[src/hdl/hcl_pkg.sv]
// ----------------------------------------------------------------------------
// hcl_pkg
// shared types and constants of the hex command loader parser
// ----------------------------------------------------------------------------
package hcl_pkg;

    // memory geometry, held one bit wider than an address so that 65536 fits
    localparam logic [16:0] MEM_BYTES  = 17'd32768;
    localparam logic [16:0] DUMP_BYTES = 17'd256;
    localparam logic [16:0] ROW_BYTES  = 17'd16;

    localparam int IN_DATA_W  = 8;
    localparam int OUT_DATA_W = 48;

    // command characters
    localparam logic [7:0] CH_CLAIM    = 8'h21;  // !
    localparam logic [7:0] CH_RELEASE  = 8'h2e;  // .
    localparam logic [7:0] CH_ADDR     = 8'h40;  // @
    localparam logic [7:0] CH_DATA     = 8'h23;  // #
    localparam logic [7:0] CH_ECHO_ON  = 8'h2b;  // +
    localparam logic [7:0] CH_ECHO_OFF = 8'h2d;  // -
    localparam logic [7:0] CH_RESET    = 8'h72;  // r
    localparam logic [7:0] CH_ERASE    = 8'h73;  // s
    localparam logic [7:0] CH_DUMP     = 8'h3d;  // =
    localparam logic [7:0] CH_DIGEST   = 8'h6d;  // m
    localparam logic [7:0] CH_MEMTEST  = 8'h74;  // t
    localparam logic [7:0] CH_HELP     = 8'h3f;  // ?

    typedef enum logic [3:0] {
        ACT_NONE    = 4'd0,
        ACT_CLAIM   = 4'd1,
        ACT_RELEASE = 4'd2,
        ACT_DUMP    = 4'd3,
        ACT_ERASE   = 4'd4,
        ACT_RESET   = 4'd5,
        ACT_DIGEST  = 4'd6,
        ACT_HELP    = 4'd7,
        ACT_MEMTEST = 4'd8
    } action_t;

    // result beat, first member is the top bit
    typedef struct packed {
        logic        pad;
        logic        bus_owned;
        logic [15:0] dump_start;
        action_t     action;
        logic [7:0]  write_data;
        logic [15:0] write_addr;
        logic        write_valid;
        logic        echo;
    } result_t;

endpackage

[src/hdl/hex_command_loader_parser_core.sv]
// ----------------------------------------------------------------------------
// hex_command_loader_parser_core
// decodes received characters into hex loads, byte writes and action codes
// ----------------------------------------------------------------------------
// Usage
//   s_tvalid/s_tready/s_tdata carry one received character per beat.
//   m_tvalid/m_tready/m_tdata return exactly one result beat per character,
//   in order: echo decision, byte write request, action code, dump start
//   address and the bus claimed flag after the character.
// Latency and throughput
//   a result appears in the cycle after its character is taken; one
//   character per cycle is accepted while the receiver takes results, set
//   by the single result register that the decode writes into.
// Stall
//   while the receiver holds m_tready low the result waits in the output
//   register and s_tready drops; a new character is taken in the same cycle
//   that the waiting result leaves.
// Reset
//   aresetn low clears address, data, nibble count, mode (data mode), bus
//   claim and echo off, and empties the output register.
// ----------------------------------------------------------------------------
module hex_command_loader_parser_core (
    input  logic                           aclk,
    input  logic                           aresetn,
    input  logic                           s_tvalid,
    output logic                           s_tready,
    input  logic [hcl_pkg::IN_DATA_W-1:0]  s_tdata,   // rx_char
    output logic                           m_tvalid,
    input  logic                           m_tready,
    // echo, write_valid, write_addr[15:0], write_data[7:0], action[3:0],
    // dump_start[15:0], bus_owned, zero pad
    output logic [hcl_pkg::OUT_DATA_W-1:0] m_tdata
);
    import hcl_pkg::*;

    logic [15:0] address_reg, address_next;
    logic [7:0]  data_shift_reg, data_shift_next;
    logic        nibble_count_reg, nibble_count_next;
    logic        address_mode_reg, address_mode_next;
    logic        claimed_reg, claimed_next;
    logic        echo_off_reg, echo_off_next;
    logic        m_valid_reg;
    result_t     result_reg, result_next;

    logic        accept;
    logic        is_hex;
    logic [3:0]  hex_val;
    logic        normal;
    logic [16:0] mem_left;
    logic [16:0] dump_lim;
    logic [16:0] dump_adv;

    assign s_tready = !m_valid_reg || m_tready;
    assign accept   = s_tvalid && s_tready;
    assign m_tvalid = m_valid_reg;
    assign m_tdata  = result_reg;

    always_comb begin
        is_hex  = 1'b1;
        hex_val = 4'd0;
        if (s_tdata inside {[8'h30:8'h39]}) begin
            hex_val = s_tdata[3:0];
        end else if (s_tdata inside {[8'h61:8'h66], [8'h41:8'h46]}) begin
            hex_val = s_tdata[3:0] + 4'd9;
        end else begin
            is_hex = 1'b0;
        end
    end

    // dump length: rows of 16 below memory size, capped at the dump size
    always_comb begin
        mem_left = ({1'b0, address_reg} < MEM_BYTES) ?
                   (MEM_BYTES - {1'b0, address_reg}) : 17'd0;
        dump_lim = (mem_left < DUMP_BYTES) ? mem_left : DUMP_BYTES;
        dump_adv = (dump_lim + (ROW_BYTES - 17'd1)) & ~(ROW_BYTES - 17'd1);
    end

    always_comb begin
        address_next      = address_reg;
        data_shift_next   = data_shift_reg;
        nibble_count_next = nibble_count_reg;
        address_mode_next = address_mode_reg;
        claimed_next      = claimed_reg;
        echo_off_next     = echo_off_reg;
        result_next       = '0;
        normal            = 1'b1;
        if (is_hex) begin
            if (address_mode_reg) begin
                address_next = {address_reg[11:0], hex_val};
            end else begin
                data_shift_next = {data_shift_reg[3:0], hex_val};
                if (nibble_count_reg) begin
                    if (claimed_reg) begin
                        result_next.write_valid = 1'b1;
                        result_next.write_addr  = address_reg;
                        result_next.write_data  = data_shift_next;
                    end
                    address_next      = address_reg + 16'd1;
                    nibble_count_next = 1'b0;
                end else begin
                    nibble_count_next = 1'b1;
                end
            end
        end else begin
            case (s_tdata)
                CH_CLAIM: begin
                    claimed_next       = 1'b1;
                    result_next.action = ACT_CLAIM;
                end
                CH_RELEASE: begin
                    claimed_next       = 1'b0;
                    result_next.action = ACT_RELEASE;
                end
                CH_ADDR: begin
                    address_mode_next = 1'b1;
                    nibble_count_next = 1'b0;
                end
                CH_DATA: begin
                    address_mode_next = 1'b0;
                    nibble_count_next = 1'b0;
                end
                CH_ECHO_ON:  echo_off_next = 1'b0;
                CH_ECHO_OFF: echo_off_next = 1'b1;
                CH_RESET:    result_next.action = ACT_RESET;
                CH_ERASE: begin
                    if (claimed_reg) begin
                        result_next.action = ACT_ERASE;
                    end else begin
                        normal = 1'b0;
                    end
                end
                CH_DUMP: begin
                    normal = 1'b0;
                    if (claimed_reg) begin
                        result_next.action     = ACT_DUMP;
                        result_next.dump_start = address_reg;
                        address_next           = address_reg + dump_adv[15:0];
                    end
                end
                CH_DIGEST: begin
                    normal = 1'b0;
                    if (claimed_reg) begin
                        result_next.action = ACT_DIGEST;
                    end
                end
                CH_MEMTEST: begin
                    normal = 1'b0;
                    if (claimed_reg) begin
                        result_next.action = ACT_MEMTEST;
                    end
                end
                CH_HELP: begin
                    normal             = 1'b0;
                    result_next.action = ACT_HELP;
                end
                default: normal = 1'b0;
            endcase
        end
        result_next.echo      = normal && !echo_off_next;
        result_next.bus_owned = claimed_next;
    end

    always_ff @(posedge aclk) begin
        if (!aresetn) begin
            address_reg      <= '0;
            data_shift_reg   <= '0;
            nibble_count_reg <= 1'b0;
            address_mode_reg <= 1'b0;
            claimed_reg      <= 1'b0;
            echo_off_reg     <= 1'b0;
            m_valid_reg      <= 1'b0;
        end else begin
            if (accept) begin
                address_reg      <= address_next;
                data_shift_reg   <= data_shift_next;
                nibble_count_reg <= nibble_count_next;
                address_mode_reg <= address_mode_next;
                claimed_reg      <= claimed_next;
                echo_off_reg     <= echo_off_next;
                m_valid_reg      <= 1'b1;
            end else if (m_tready) begin
                m_valid_reg <= 1'b0;
            end
        end
    end

    always_ff @(posedge aclk) begin
        if (accept) begin
            result_reg <= result_next;
        end
    end

`ifndef SYNTH
    // a write only goes out while the bus is claimed
    assert property (@(posedge aclk) disable iff (!aresetn)
        m_valid_reg && result_reg.write_valid |-> result_reg.bus_owned)
        else $error("write issued without bus claim");

    // guarded actions need the bus
    assert property (@(posedge aclk) disable iff (!aresetn)
        m_valid_reg && (result_reg.action == ACT_DUMP ||
                        result_reg.action == ACT_ERASE ||
                        result_reg.action == ACT_DIGEST ||
                        result_reg.action == ACT_MEMTEST)
        |-> result_reg.bus_owned)
        else $error("guarded action without bus claim");

    // reported claim flag tracks the internal one
    assert property (@(posedge aclk) disable iff (!aresetn)
        $past(accept) |-> result_reg.bus_owned == claimed_reg)
        else $error("bus_owned out of step with claim state");

    // a written data byte always advances the address
    assert property (@(posedge aclk) disable iff (!aresetn)
        accept && result_next.write_valid |=> address_reg == $past(address_reg) + 16'd1)
        else $error("address did not advance after a write");
`endif

endmodule

[config.mk]
export PLATFORM = sky130hd
export DESIGN_NAME = hex_command_loader_parser_core
export DESIGN_NICKNAME = d
export VERILOG_FILES = /design/src/hdl/hcl_pkg.sv /design/src/hdl/hex_command_loader_parser_core.sv
export SDC_FILE = /design/constraint.sdc
export NUM_CORES = 1
export LEC_CHECK = 0
export BUFFER_PORTS_ARGS = -buffer_cell sky130_fd_sc_hd__buf_2
export CORE_MARGIN = 2
export CORE_UTILIZATION = 50
export CTS_CLUSTER_DIAMETER = 100
export DETAILED_ROUTE_END_ITERATION = 6
export GPL_TIMING_DRIVEN = 0
export PLACE_DENSITY = 0.71
export SYNTH_ARGS = -nofsm -noshare
export SYNTH_HDL_FRONTEND = slang
export SYNTH_SLANG_ARGS = --single-unit
[constraint.sdc]
create_clock -name aclk -period 5.13 [get_ports aclk]
set_clock_uncertainty 0.1 [all_clocks]
set_input_delay 0.2565 -clock aclk [delete_from_list [all_inputs] [get_ports aclk]]
set_output_delay 0.2565 -clock aclk [all_outputs]
set_load 0.02 [all_outputs]
==> run metrics, run 1 <==
Arr. time, crit path=5000 ps; grt met2 use=between 30% and 40%; worst min-delay path category=input port to flop; Filler cells=a little under 800; number of standard cells after synthesis=496; total placed cells including tap cells=671; count of state elements after synthesis=72; core footprint=8760 um^2; final standard cell count with taps included and fillers excluded=688; Peak supply drop=133 uV; setup slack on the worst flop-to-flop path=280 ps; DPL Wire Length=~8600 um; CP most frequent cell=ha_1; Routed Wire Length=11700 um; cell count of the worst reg-to-reg path=16; pwr/cell area=229 nW/um^2; r2r endpoint=address_reg[13]; post-synth cell types=slightly above 70; first drt pass iteration count=5; final setup vio count=0; max reg flops=47; commonest cells after routing, fill and taps aside=62 x buf_2, 47 x edfxtp_1, 44 x nor2_1; final non-filler cell area=5220 um^2; crit path launch=address_reg[1]; RSZ-0062 raised after global routing=no; Inserted Diodes=0; initial cell density of the core=51.7%; standard cell area after detailed placement=5010 um^2; capture point of the critical path=address_reg[13]; class of the most critical setup path=flop to flop; ys flop type=edfxtp_1; maximum number of pins on one net before global-route repair=47; CTS tree=done; met3 track demand over resource in global routing=4.85%; Remaining DRCs=0; delay of the slowest cell on the worst path=520 ps; Max-Cap Viols=0; clock transition at the registers of the reported paths=90 ps; # rows=34; commonest non-fill, non-tap cell in the layout=buf_2; number of nets with antenna violations after routing=0; total congestion overflow after global routing=0; average vias per placed instance=6.09; cell with the biggest individual delay on the critical path=or3b_2; crit end category=flop; root buf cell=clkbuf_8; port buffer count=59; endpoint required time on the critical path=between 5000 and 6000 ps; final worst-path cycle share=between 90% and 100%; GRT Total Usage=23.9%; area of the multi-input gates=2440 um^2; Critical Path Source Type=flop; die area=between 9000 and 10000 um^2; floorplan die height=between 90 and 100 um; Die W=approximately 99 um; total number of vias=4192; via count of the first global-routing pass=3827; peak fanout along the critical path=8; slew at the pin closest to its max-slew limit=around 940 ps; critical-path cell list=inv_1, ha_1, or3b_2, or4_4, or3_4, a2111oi_4, buf_4, nand2_1, o22ai_1, ha_1, a211oi_4, o2111ai_1, o211ai_1, xnor2_1, o311ai_0, a221oi_1; synth warn=0; GR peak layer=met2; Core Util, Final=59.6%; clock insertion delay at the later pin of the skew report=350 ps; Setup Total Neg Slack=0 ps; count of flip-flops with a built-in enable after synthesis=47; number of max-slew violations in the final report=0; total of hold buffers inserted after clock tree synthesis=0; GR Layer Usage met1=32.2%; starting DRC count in detailed routing=333; Placer Congestion=roughly 0.92; fraction of layout instances using a drive strength above 1=16.4%; wire length of the first global-routing pass=18800 um; LEAKAGE=2.06 nW; FF+latch area=1910 um^2; routed len/inst=17.1 um; CTS max path bufs=2; syn_area_per_cell=9.14 um^2; H-Tree Level Count=3; maximum achievable frequency=roughly 0.21 GHz; Final Hold Slack=43.7 ps; I/O pin cnt=62; Final Hold Fails=0; layout net count=607; CTS Buf Count=9; initial antenna violation count=0; Relative slew margins=36.5%; status=completed; Crit Reg-Reg Startpoint=address_reg[1]; clock period minus final worst setup slack=4850 ps; clock sinks=72; register area share after synthesis=around 42%; netlist area before placement=~4500 um^2; Area growth syn-to-layout=15.1%; Async SR Flop Fraction=0%
-- metrics by stage --
stage | power (W) | setup slack, ps
finish | 0.00120 | 282
global route | 0.00124 | 42.5
CTS | 0.00120 | 133
detailed placement | 0.000785 | -57.3
global placement | 0.000780 | 32.9
floorplan | 0.000741 | 686
-- metal layers --
layer  up-vias  wire (um)
met5         -          0
met4         0        272
met3        30        852
met2       200       5520
met1      1969       5100
li1       1993          -
-- synth_stat cells, drive strengths merged (3+ instances only) --
cell / count / share of area [%]
nor3b: 4 / 0.66
a311oi: 5 / 0.97
a31oi: 7 / 0.97
buf: 8 / 0.99
nand2: 40 / 3.3
o2111ai: 5 / 0.97
nor4b: 3 / 0.58
ha: 19 / 5.2
nand4: 14 / 2.1
a21o: 3 / 0.50
edfxtp: 47 / 31
o21ai: 19 / 2.1
or4: 6 / 1.2
xnor2: 17 / 3.3
and2: 22 / 3.0
nand2b: 3 / 0.41
a21oi: 27 / 3.0
dfxtp: 25 / 11
nand3b: 3 / 0.50
inv: 21 / 1.7
o211ai: 6 / 0.99
mux2i: 4 / 0.88
nor2: 44 / 3.6
a211oi: 8 / 1.3
nor3: 23 / 2.5
xor2: 8 / 1.5
clkbuf: 26 / 2.2
o211a: 4 / 0.88
and3: 4 / 0.55
nor4: 5 / 0.69
nand3: 20 / 2.2
o221ai: 3 / 0.58
-- where the power goes --
group,switching [W],internal [W]
clock network,0.000238,0.000184
registers,0.00000690,0.000635
logic,0.0000887,0.0000436
total,0.000334,0.000862
-- final cells by class --
type                            instances  area share [%]
Clock buffer                            9            2.37
Inverter                               23            1.65
Timing Repair Buffer                   61            6.18
Tap cell                              108            2.59
Sequential cell                        72            36.6
Buffer                                 34            2.73
Multi-Input combinational cell        374            46.7
Clock inverter                          7            1.15
-- cells by family after synthesis --
kind of cell | synth area share (%)
adder cells (fa/ha/maj) | 5.68
XOR/XNOR | 4.83
AO/OA/AOI/OAI | 17.7
AND/OR/NAND/NOR | 23.3
flip-flops | 42.2
multiplexers | 1.13
other | 0.0827
buffers and inverters | 5.05
-- how the worst min path moves through the flow --
stage	startpoint	to	cells past startpoint	slack (ps)
after global routing	s_tvalid	m_tvalid	3	50
after CTS	s_tvalid	m_tvalid	3	40
after floorplan	s_tvalid	m_tvalid	2	290
after detailed placement	data_shift_reg[0]	data_shift_reg[0]	2	390
final	s_tvalid	m_tvalid	3	40
after global placement	data_shift_reg[0]	data_shift_reg[0]	2	390
-- worst max-delay path: cells and delay by family, from the launching register on --
kind | cells | cell delay, ps
AOI/OAI and AO/OA | 7 | 1670
and+or+nand+nor | 4 | 1440
adders and majority gates | 2 | 580
DFF | 1 | 400
buffers and inverters | 2 | 380
xor gates and xnor gates | 1 | 180
-- what timing repair did --
item | 4_1_cts | 5_1_grt
gates resized for setup | 2 | 2
endpoints found under the setup margin | 1 | 3
pin swaps | 0 | 1
setup buffers | 0 | 1
hold endpoints to repair | 0 | 0
Power figures use the tool's default switching activity.
==> run 2: changes to the inputs <==
--- a/config.mk
+++ b/config.mk
@@ -9,9 +9,11 @@
 export CORE_MARGIN = 2
 export CORE_UTILIZATION = 50
 export CTS_CLUSTER_DIAMETER = 100
+export CTS_CLUSTER_SIZE = 25
 export DETAILED_ROUTE_END_ITERATION = 6
 export GPL_TIMING_DRIVEN = 0
-export PLACE_DENSITY = 0.71
+export PLACE_DENSITY_LB_ADDON = 0.25
+export RECOVER_POWER = 25
 export SYNTH_ARGS = -nofsm -noshare
 export SYNTH_HDL_FRONTEND = slang
 export SYNTH_SLANG_ARGS = --single-unit
==> run metrics, run 2 (synthesis results as in run 1) <==
commonest non-fill, non-tap cell in the layout=clkbuf_1; class of the most critical setup path=flop to flop; max reg flops=47; CTS tree=done; CTS Buf Count=9; Remaining DRCs=0; Critical Path Source Type=flop; root buf cell=clkbuf_8; average vias per placed instance=5.97; die area=9850 um^2; status=completed; Routed Wire Length=11800 um; port buffer count=59; total number of vias=4108; final setup vio count=0; worst min-delay path category=input port to flop; DPL Wire Length=8640 um; clock sinks=72; Filler cells=about 810; standard cell area after detailed placement=between 5000 and 6000 um^2; final worst-path cycle share=94.8%; total congestion overflow after global routing=0; fraction of layout instances using a drive strength above 1=a little under a tenth; Peak supply drop=135 uV; pre-CTS setup slack=-15.0 ps; crit end category=flop; CTS max path bufs=2; Die W=between 90 and 100 um; LEAKAGE=1.95 nW; initial cell density of the core=51.7%; clock insertion delay at the later pin of the skew report=roughly 360 ps; I/O pin cnt=62; Relative slew margins=33.3%; peak fanout along the critical path=8; via count of the first global-routing pass=3847; commonest cells after routing, fill and taps aside=68 x clkbuf_1, 47 x edfxtp_1, 44 x nor2_1; initial antenna violation count=0; first drt pass iteration count=5; # rows=34; layout net count=607; slew at the pin closest to its max-slew limit=~1000 ps; floorplan die height=99.2 um; pwr/cell area=about 240 nW/um^2; number of nets with antenna violations after routing=0; H-Tree Level Count=3; routed len/inst=17.1 um; core footprint=8760 um^2; RSZ-0062 raised after global routing=no; Arr. time, crit path=5030 ps; starting DRC count in detailed routing=between 300 and 400; Final Hold Fails=0; Area growth syn-to-layout=14.4%; endpoint required time on the critical path=5300 ps; GRT Total Usage=23.9%; clock transition at the registers of the reported paths=90 ps; Placer Congestion=0.936; setup ws final=265 ps; final non-filler cell area=slightly above 5000 um^2; number of max-slew violations in the final report=0; wire length of the first global-routing pass=18800 um; maximum achievable frequency=0.206 GHz; Inserted Diodes=0; Max-Cap Viols=0; maximum number of pins on one net before global-route repair=48; clock period minus final worst setup slack=4860 ps
[run 2: changes by cell type in the layout (fill, tap and decap cells not counted), sizes merged]
cell / delta
clkinvlp: -3
clkbuf: +42
buf: -42
clkinv: +3
[run 2: area by class of cell]
| type | instances | area (um^2) | share of cell area [%] |
|---|---|---|---|
| multi-input cells | 374 | 2440 | 47.1 |
| repair buffers | 61 | 270 | 5.21 |
| inverters | 23 | 86.3 | 1.66 |
| flip-flops and latches | 72 | 1910 | 36.9 |
| clock buffers | 9 | 124 | 2.39 |
| well taps | 108 | 135 | 2.61 |
| clock inverters | 7 | 73.8 | 1.42 |
| plain buffers | 34 | 143 | 2.75 |
[run 2: path summary, 6_finish.rpt]
kind	start	endpoint	slack [ps]	cells past startpoint
min reg2reg	data_shift_reg[1]	data_shift_reg[1]	400	2
max	address_reg[1]	address_reg[13]	270	16
max reg2reg	address_reg[1]	address_reg[13]	270	16
min	s_tvalid	m_tvalid	30	3
[run 2: per-stage QoR]
stage	hold WS (ps)	setup TNS [ps]	util (%)	cells	total power [W]
final	26.7	0	59.2	688	0.00122
after global routing	41.5	0	59.2	688	0.00126
after CTS	25.6	0	59.6	687	0.00122
after detailed placement	387	-15.0	57.2	671	0.000785
after global placement	388	0	57.0	670	0.000781
after floorplan	286	0	-	503	0.000741
[run 2: metal layers]
metal | track usage (%) | up-vias | share of wire [%]
li1 | - | 1990 | -
met1 | 32.3 | 1928 | 44
met2 | 38.8 | 167 | 47
met3 | 3.44 | 23 | 6.2
met4 | 9.69 | 0 | 2.2
met5 | 0 | - | 0
[run 2: critical path, cell delays in order, from the launching register on]
cell,delay (ps)
dfxtp_1,400
inv_1,160
ha_1,240
or3b_2,520
or4_4,440
or3_4,390
a2111oi_4,300
buf_4,200
nand2_1,90
o22ai_1,270
ha_1,320
a211oi_2,340
o2111ai_1,210
o211ai_1,140
xnor2_1,190
o311ai_0,150
a221oi_1,310
[run 2: what timing repair did]
action                                  4_1_cts  5_1_grt
pin swaps                                     0        1
buffers inserted                              0        1
hold buffers                                  0        0
resized for setup                             2        2
endpoints found under the setup margin        1        3
[run 2: power by group]
part,internal [W],switching [W],leakage (nW)
Clock,0.000191,0.000257,0.101
Sequential,0.000635,0.00000733,0.677
Combinational,0.0000395,0.0000895,1.18
